File: src/hw/rtl/utf8_code_point_encoder_macros.svh
// ----------------------------------------------------------------------------
// UTF-8 encoder assertion macros
// Clocked assertion shorthands; expect clk and rst_n in the calling scope.
// ----------------------------------------------------------------------------
`ifndef UTF8_CODE_POINT_ENCODER_MACROS_SVH
`define UTF8_CODE_POINT_ENCODER_MACROS_SVH

// same-cycle implication
`define UTF8E_ASSERT_IMPL(lbl, pre, post, msg) \
  lbl: assert property (@(posedge clk) disable iff (!rst_n) (pre) |-> (post)) \
    else $error(msg);

// next-cycle implication
`define UTF8E_ASSERT_NEXT(lbl, pre, post, msg) \
  lbl: assert property (@(posedge clk) disable iff (!rst_n) (pre) |=> (post)) \
    else $error(msg);

`endif

File: src/hw/rtl/utf8e_pkg.sv
// ----------------------------------------------------------------------------
// utf8e_pkg
// Shared types and constants of the UTF-8 code point encoder.
// ----------------------------------------------------------------------------
`default_nettype none

package utf8e_pkg;

  localparam int unsigned MaxBytes = 6;

  localparam logic [7:0] Lead2   = 8'hC0;
  localparam logic [7:0] Lead3   = 8'hE0;
  localparam logic [7:0] Lead4   = 8'hF0;
  localparam logic [7:0] Lead5   = 8'hF8;
  localparam logic [7:0] Lead6   = 8'hFC;
  localparam logic [7:0] LeadTop = 8'hFE;
  localparam logic [7:0] Cont    = 8'h80;

  localparam logic [31:0] ErrLo  = 32'h0000_EF80;
  localparam logic [31:0] ErrHi  = 32'h0000_EFFF;
  localparam logic [31:0] SuppLo = 32'h0001_0000;
  localparam logic [31:0] SuppHi = 32'h0010_FFFF;
  localparam logic [15:0] HiSurr = 16'hD800;
  localparam logic [15:0] LoSurr = 16'hDC00;

  typedef enum logic [1:0] {
    REG_ALLOW_ERROR_ESCAPES = 2'd0,
    REG_ALLOW_SURROGATES    = 2'd1,
    REG_ALLOW_ENCODED_ZERO  = 2'd2
  } reg_idx_t;

  typedef struct packed {
    logic allow_error_escapes;
    logic allow_surrogates;
    logic allow_encoded_zero;
  } cfg_t;

  // byte 0 goes out first; len is 1..6
  typedef struct packed {
    logic [MaxBytes-1:0][7:0] bytes;
    logic [2:0]               len;
  } run_t;

endpackage

`default_nettype wire

File: src/hw/rtl/utf8_code_point_encoder.sv
// ----------------------------------------------------------------------------
// utf8_code_point_encoder
// Encodes 32-bit code points as UTF-8 runs; error-escape, CESU-8, C0 80 modes.
// ----------------------------------------------------------------------------
// A code point is taken into an input register, encoded in one pass into a
// run of 1 to 6 bytes, and the run is loaded into an output shift register
// that hands out one byte per output transaction, with out_last_byte on the
// final byte. The output byte channel sets the rate: with out_ready high,
// single-byte characters flow at one per cycle, the next code point taken
// while a run drains. The first byte is offered once its run is loaded into
// the output shift register, after any earlier run; it leaves at the next
// edge with out_ready high. The user must write the three mode registers
// through the cfg port only while the block idles; nothing here enforces it.
`default_nettype none

module utf8_code_point_encoder (
  input  wire logic        clk,
  input  wire logic        rst_n,
  input  wire logic        cfg_we,
  input  wire logic [1:0]  cfg_index,
  input  wire logic        cfg_wdata,
  input  wire logic        in_valid,
  output logic             in_ready,
  input  wire logic [31:0] in_code_point,
  output logic             out_valid,
  input  wire logic        out_ready,
  output logic [7:0]       out_byte,
  output logic             out_last_byte
);

  utf8e_pkg::cfg_t cfg_r;
  utf8e_pkg::cfg_t cfg_nxt;
  utf8e_pkg::run_t run;
  logic            run_valid;
  logic            run_ready;

  always_comb begin
    cfg_nxt = cfg_r;
    if (cfg_we) begin
      unique case (cfg_index)
        utf8e_pkg::REG_ALLOW_ERROR_ESCAPES: cfg_nxt.allow_error_escapes = cfg_wdata;
        utf8e_pkg::REG_ALLOW_SURROGATES:    cfg_nxt.allow_surrogates    = cfg_wdata;
        utf8e_pkg::REG_ALLOW_ENCODED_ZERO:  cfg_nxt.allow_encoded_zero  = cfg_wdata;
        default: ;
      endcase
    end
  end

  always_ff @(posedge clk) begin
    if (!rst_n) begin
      cfg_r <= '0;
    end else begin
      cfg_r <= cfg_nxt;
    end
  end

  utf8e_encode u_encode (
    .clk           (clk),
    .rst_n         (rst_n),
    .cfg           (cfg_r),
    .in_valid      (in_valid),
    .in_ready      (in_ready),
    .in_code_point (in_code_point),
    .run_valid     (run_valid),
    .run_ready     (run_ready),
    .run           (run)
  );

  utf8e_serializer u_serializer (
    .clk           (clk),
    .rst_n         (rst_n),
    .run_valid     (run_valid),
    .run_ready     (run_ready),
    .run           (run),
    .out_valid     (out_valid),
    .out_ready     (out_ready),
    .out_byte      (out_byte),
    .out_last_byte (out_last_byte)
  );

endmodule

`default_nettype wire

File: src/hw/rtl/utf8e_encode.sv
// ----------------------------------------------------------------------------
// utf8e_encode
// Input register and byte-run encoding of one code point.
// ----------------------------------------------------------------------------
`default_nettype none

module utf8e_encode (
  input  wire logic            clk,
  input  wire logic            rst_n,
  input  wire utf8e_pkg::cfg_t cfg,
  input  wire logic            in_valid,
  output logic                 in_ready,
  input  wire logic [31:0]     in_code_point,
  output logic                 run_valid,
  input  wire logic            run_ready,
  output utf8e_pkg::run_t      run
);

  logic        valid_r;
  logic        valid_nxt;
  logic [31:0] cp_r;

  function automatic logic [7:0] cont6(logic [5:0] bits);
    return utf8e_pkg::Cont | {2'b00, bits};
  endfunction

  function automatic utf8e_pkg::run_t multi(logic [31:0] c);
    utf8e_pkg::run_t r;
    r.bytes = '0;
    if (c <= 32'h0000_07FF) begin
      r.bytes[0] = utf8e_pkg::Lead2 | {3'b000, c[10:6]};
      r.bytes[1] = cont6(c[5:0]);
      r.len      = 3'd2;
    end else if (c <= 32'h0000_FFFF) begin
      r.bytes[0] = utf8e_pkg::Lead3 | {4'b0000, c[15:12]};
      r.bytes[1] = cont6(c[11:6]);
      r.bytes[2] = cont6(c[5:0]);
      r.len      = 3'd3;
    end else if (c <= 32'h001F_FFFF) begin
      r.bytes[0] = utf8e_pkg::Lead4 | {5'b00000, c[20:18]};
      r.bytes[1] = cont6(c[17:12]);
      r.bytes[2] = cont6(c[11:6]);
      r.bytes[3] = cont6(c[5:0]);
      r.len      = 3'd4;
    end else if (c <= 32'h03FF_FFFF) begin
      r.bytes[0] = utf8e_pkg::Lead5 | {6'b000000, c[25:24]};
      r.bytes[1] = cont6(c[23:18]);
      r.bytes[2] = cont6(c[17:12]);
      r.bytes[3] = cont6(c[11:6]);
      r.bytes[4] = cont6(c[5:0]);
      r.len      = 3'd5;
    end else begin
      if (c <= 32'h7FFF_FFFF) begin
        r.bytes[0] = utf8e_pkg::Lead6 | {7'b0000000, c[30]};
      end else begin
        r.bytes[0] = utf8e_pkg::LeadTop;
      end
      r.bytes[1] = cont6(c[29:24]);
      r.bytes[2] = cont6(c[23:18]);
      r.bytes[3] = cont6(c[17:12]);
      r.bytes[4] = cont6(c[11:6]);
      r.bytes[5] = cont6(c[5:0]);
      r.len      = 3'd6;
    end
    return r;
  endfunction

  function automatic utf8e_pkg::run_t encode_cp(logic [31:0] c, utf8e_pkg::cfg_t f);
    utf8e_pkg::run_t r;
    utf8e_pkg::run_t hi_run;
    utf8e_pkg::run_t lo_run;
    logic [20:0]     dd;
    logic [15:0]     hs;
    logic [15:0]     ls;
    dd     = c[20:0] - utf8e_pkg::SuppLo[20:0];
    hs     = utf8e_pkg::HiSurr | {6'b000000, dd[19:10]};
    ls     = utf8e_pkg::LoSurr | {6'b000000, dd[9:0]};
    hi_run = multi({16'h0000, hs});
    lo_run = multi({16'h0000, ls});
    r.bytes = '0;
    r.len   = 3'd1;
    if (f.allow_error_escapes && c >= utf8e_pkg::ErrLo && c <= utf8e_pkg::ErrHi) begin
      r.bytes[0] = c[7:0];
    end else if (f.allow_surrogates && c >= utf8e_pkg::SuppLo &&
                 c <= utf8e_pkg::SuppHi) begin
      r.bytes[2:0] = hi_run.bytes[2:0];
      r.bytes[5:3] = lo_run.bytes[2:0];
      r.len        = 3'd6;
    end else if ((f.allow_encoded_zero && c == 32'h0) || c >= 32'h0000_0080) begin
      r = multi(c);
    end else begin
      r.bytes[0] = c[7:0];
    end
    return r;
  endfunction

  assign in_ready  = !valid_r || run_ready;
  assign run_valid = valid_r;
  assign run       = encode_cp(cp_r, cfg);

  always_comb begin
    valid_nxt = valid_r;
    if (in_valid && in_ready) begin
      valid_nxt = 1'b1;
    end else if (run_ready) begin
      valid_nxt = 1'b0;
    end
  end

  always_ff @(posedge clk) begin
    if (!rst_n) begin
      valid_r <= 1'b0;
    end else begin
      valid_r <= valid_nxt;
    end
  end

  always_ff @(posedge clk) begin
    if (in_valid && in_ready) begin
      cp_r <= in_code_point;
    end
  end

endmodule

`default_nettype wire

File: src/hw/rtl/utf8e_serializer.sv
// ----------------------------------------------------------------------------
// utf8e_serializer
// Holds one encoded byte run and shifts it out one byte per transaction.
// ----------------------------------------------------------------------------
`default_nettype none

`include "utf8_code_point_encoder_macros.svh"

module utf8e_serializer (
  input  wire logic            clk,
  input  wire logic            rst_n,
  input  wire logic            run_valid,
  output logic                 run_ready,
  input  wire utf8e_pkg::run_t run,
  output logic                 out_valid,
  input  wire logic            out_ready,
  output logic [7:0]           out_byte,
  output logic                 out_last_byte
);

  logic                                  valid_r;
  logic                                  valid_nxt;
  logic [2:0]                            rem_r;
  logic [2:0]                            rem_nxt;
  logic [utf8e_pkg::MaxBytes-1:0][7:0]   bytes_r;
  logic [utf8e_pkg::MaxBytes-1:0][7:0]   bytes_nxt;
  logic                                  take;
  logic                                  load;

  assign out_valid     = valid_r;
  assign out_byte      = bytes_r[0];
  assign out_last_byte = (rem_r == 3'd1);
  assign take          = valid_r && out_ready;
  assign run_ready     = !valid_r || (out_ready && out_last_byte);
  assign load          = run_valid && run_ready;

  always_comb begin
    valid_nxt = valid_r;
    rem_nxt   = rem_r;
    bytes_nxt = bytes_r;
    if (load) begin
      valid_nxt = 1'b1;
      rem_nxt   = run.len;
      bytes_nxt = run.bytes;
    end else if (take) begin
      if (out_last_byte) begin
        valid_nxt = 1'b0;
      end else begin
        rem_nxt   = rem_r - 3'd1;
        bytes_nxt = {8'h00, bytes_r[utf8e_pkg::MaxBytes-1:1]};
      end
    end
  end

  always_ff @(posedge clk) begin
    if (!rst_n) begin
      valid_r <= 1'b0;
      rem_r   <= 3'd0;
    end else begin
      valid_r <= valid_nxt;
      rem_r   <= rem_nxt;
    end
  end

  always_ff @(posedge clk) begin
    bytes_r <= bytes_nxt;
  end

  `UTF8E_ASSERT_IMPL(a_rem_range, valid_r, rem_r != 3'd0 && rem_r <= 3'd6, "run length out of range")
  `UTF8E_ASSERT_NEXT(a_run_continues, take && !out_last_byte, valid_r && rem_r == $past(rem_r) - 3'd1, "run cut short")
  `UTF8E_ASSERT_NEXT(a_run_ends, take && out_last_byte && !run_valid, !valid_r, "byte after end of run")

endmodule

`default_nettype wire
File: config.mk
export PLATFORM = sky130hd
export DESIGN_NAME = utf8_code_point_encoder
export DESIGN_NICKNAME = d
export VERILOG_FILES = /design/src/hw/rtl/utf8e_pkg.sv /design/src/hw/rtl/utf8_code_point_encoder.sv /design/src/hw/rtl/utf8e_encode.sv /design/src/hw/rtl/utf8e_serializer.sv
export VERILOG_INCLUDE_DIRS = /design/src /design/src/hw/rtl
export SDC_FILE = /design/constraint.sdc
export NUM_CORES = 1
export LEC_CHECK = 0
export BUFFER_PORTS_ARGS = -buffer_cell sky130_fd_sc_hd__buf_2
export CAP_MARGIN = 10
export CORE_ASPECT_RATIO = 0.6
export CORE_UTILIZATION = 59
export CTS_CLUSTER_DIAMETER = 100
export DETAILED_ROUTE_END_ITERATION = 16
export PLACE_DENSITY_LB_ADDON = 0.2
export SLEW_MARGIN = 20
export SYNTH_ARGS = -nofsm -noshare
export SYNTH_HDL_FRONTEND = slang
export SYNTH_SLANG_ARGS = --single-unit
File: constraint.sdc
create_clock -name clk -period 4.55 [get_ports clk]
set_clock_uncertainty 0.1 [all_clocks]
set_input_delay 0.91 -clock clk [delete_from_list [all_inputs] [get_ports clk]]
set_output_delay 0.91 -clock clk [all_outputs]
set_load 0.02 [all_outputs]
==> impl_metrics.env <==
export IMPL_status="completed"
export IMPL_firstDrtPassIters=5
export IMPL_crit_buf_inv=1
export IMPL_synth_area_leaders="edfxtp_1 49%, nand2_1 5.2%, a21oi_1 3.4%, dfxtp_1 3.3%, nor2_1 3.1%"
export IMPL_grt_max_degree=43
export IMPL_crit_family="compound AO/OA/AOI/OAI gates"
export IMPL_fin_nets=536
export IMPL_slowest_delay_ns=0.70
export IMPL_cts_tree="built"
export IMPL_post_cts_buffers=0
export IMPL_drcViolationCount=0
export IMPL_setup_tns_ns=0
export IMPL_syn_inst=460
export IMPL_p_leak_nw=1.953
export IMPL_instances_no_fill=605
export IMPL_via_per_inst=6.608
export IMPL_path_class="flop to flop"
export IMPL_cp_cell_sequence="inv_1 -> ha_1 -> nor3b_2 -> o21ai_0 -> or4_4 -> a21boi_4 -> a211o_1 -> a21oi_4 -> a211o_1"
export IMPL_drt_wirelength_per_cell_um=22.59
export IMPL_place_congestion=0.9589
export IMPL_endpoint_kind="flop"
export IMPL_min_path_type="flop to flop"
export IMPL_tightest_slew_ns=1.081
export IMPL_avgSynthCellArea_um2=10.41
export IMPL_cts_resized=0
export IMPL_postRouteAntennaNets=0
export IMPL_switching_share_pct=25.76
export IMPL_async_flop_share_pct=0
export IMPL_clk_pin_slew_worst_paths_ns=0.06
export IMPL_ys_warnings_count=0
export IMPL_antenna_found_initial=0
export IMPL_netlist_area_leader_share_pct=48.89
export IMPL_cp_slowest_cell="a211o_1"
export IMPL_grt_ovfl_total=0
export IMPL_p_sw_uw=514.8
export IMPL_worstSkewPairLatency_ns=0.34
export IMPL_cts_buffers=9
export IMPL_n_fill_cell=626
export IMPL_yosysMostFrequentCell="edfxtp_1"
export IMPL_relSlewSlack_pct=27.79
export IMPL_ir_worst_vdd_v=0.0002622
export IMPL_synth_nets=504
export IMPL_hold_violations=0
export IMPL_htreeDepth=3
export IMPL_cpMostUsedCell="a211o_1"
export IMPL_synth_edf_count=78
export IMPL_cap_viol_max_count=0
export IMPL_synth_top_flop_cell="edfxtp_1"
export IMPL_rrSetupSlack_ns=0.79
export IMPL_pwr_share_comb_pct=11.9
export IMPL_drv_slew=0
export IMPL_die_w_um=118.3
export IMPL_detailroute_via_count=3998
export IMPL_setup_viol=0
export IMPL_internal_power_mw=1.484
export IMPL_syn_to_final_growth_pct=11.31
export IMPL_cts_max_path_buffers=2
export IMPL_syn_area_mm2=0.004791
export IMPL_finalCritPeriodShare_pct=82.65
export IMPL_powerDensity_mw_per_mm2=374.8
export IMPL_clkSinkCount=86
export IMPL_yosysSeqAreaShare_pct=52.23
export IMPL_die_h_um=71.80
export IMPL_grt_use_total_pct=33.82
export IMPL_cp_required_ns=4.54
export IMPL_p_seq_share_pct=50.8
export IMPL_cp_max_fo=17
export IMPL_ys_top_cells_by_count="78 x edfxtp_1, 67 x nand2_1, 39 x nor2_1"
export IMPL_fmax_mhz=265.9
export IMPL_dieArea_mm2=0.008496
export IMPL_antennaDiodeCount=0
export IMPL_dp_hpwl_um=9321
export IMPL_core_region_area_mm2=0.007883
export IMPL_synth_seq_cells=86
export IMPL_fin_crit_ns=3.761
export IMPL_start_kind="flop"
export IMPL_crit_arrival_ns=3.75
export IMPL_port_buffers=50
export IMPL_initial_core_util_pct=60.78
export IMPL_cts_hold_buffers_added=0
export IMPL_p_clk_share_pct=37.3
export IMPL_clockRootBuffer="clkbuf_16"
export IMPL_synth_largest_area_cell="edfxtp_1"
export IMPL_pin_count=51
export IMPL_grt_pass1_wl_um=20980
export IMPL_drt_iter0_drc=582
export IMPL_rsz0062_at_grt="false"
export IMPL_grt_pass1_vias=3615
export IMPL_drive_gt1_share_pct=21.33
export IMPL_whs_ns=0.4096
export IMPL_num_rows=25
export IMPL_placedCellCount=589
export IMPL_power_mw=1.999
export IMPL_yosysUniqueCellTypes=70
export IMPL_drt_wl_total_um=13670
metal layers:
layer	wire [µm]	part of all wire, %	vias up	GRT usage [%]
met4	330	2.4	0	13.25
met5	0	0	-	0
met2	5613	41	319	46.08
li1	-	-	1787	-
met3	1932	14	47	11.62
met1	5792	42	1845	49.32
kinds of logic after synthesis:
logic type	share of synthesized area [%]
fa+ha+maj	1.045
simple gates	20.14
buf+inv	5.850
flops	52.23
compound gates	19.33
xor+xnor	0.3657
mux	1.045
cell usage in the layout, fill, tap and decap left out, types with 4 or more instances in the layout:
master     Yosys  final
a22o_1         4      4
a211oi_1      15     15
o21ai_1       14     14
ha_1           4      4
mux2i_1        5      5
clkbuf_16      0      9
a22oi_1        5      5
o31ai_2        5      5
nor2_1        39     39
o21ai_0       10     10
and2_1         9      9
buf_4         10     10
dfxtp_1        8      8
nor4_1         4      4
inv_1         12     12
nand3_1       11     11
o22ai_1        4      4
o211ai_1       7      7
edfxtp_1      78     78
a21oi_1       33     31
nor3_1        13     13
buf_2          5     50
nand2_1       67     67
o221ai_1       5      5
power by group through the flow:
stage	Sequential, mW	Clock [mW]	Combinational (mW)
3_3_place_gp	1.03	0	0.227
4_1_cts	1.01	0.752	0.234
6_report	1.02	0.746	0.237
2_1_floorplan	0.999	0	0.180
5_1_grt	1.02	0.783	0.257
3_5_place_dp	1.03	0	0.232
metrics by stage:
step / util, % / cell area (µm²) / setup slack [ns]
floorplan: - / 4791 / 0.2733
global placement: 63.83 / 5031 / 0.9622
detailed placement: 63.83 / 5031 / 0.8835
CTS: 67.65 / 5333 / 0.8513
global route: 67.65 / 5333 / 0.6120
finish: 67.65 / 5333 / 0.7892
cell type report:
| class | count | area, µm² | share of cell area (%) |
|---|---|---|---|
| tap | 108 | 135.1 | 2.534 |
| clock buffer | 11 | 242.7 | 4.552 |
| multi-input combinational | 323 | 2023 | 37.94 |
| inverter | 12 | 45.04 | 0.8447 |
| timing repair buffer | 60 | 325.3 | 6.100 |
| clock inverter | 5 | 58.81 | 1.103 |
| sequential | 86 | 2502 | 46.93 |
state kept, by name, summed over array words and instances, names as in the netlist:
name / flops
u_serializer.bytes_r: 38
u_encode.cp_r: 32
u_serializer.out_byte: 8
cfg_r: 3
u_serializer.rem_r: 3
u_encode.run_valid: 1
u_serializer.out_valid: 1
worst min-delay path: stages, from the launching register on:
cell,delay [ns]
dfxtp_1,0.33
nand2_1,0.06
a31oi_1,0.07
worst paths after layout:
kind                                             from                  endpoint  cells past startpoint
worst min register to register  u_serializer.rem_r[2]     u_serializer.rem_r[2]                      2
worst max-delay path                u_encode.cp_r[16]  u_serializer.out_byte[5]                      9
worst max register to register      u_encode.cp_r[16]  u_serializer.out_byte[5]                      9
worst min-delay path            u_serializer.rem_r[2]     u_serializer.rem_r[2]                      2
Power figures use the tool's default switching activity.
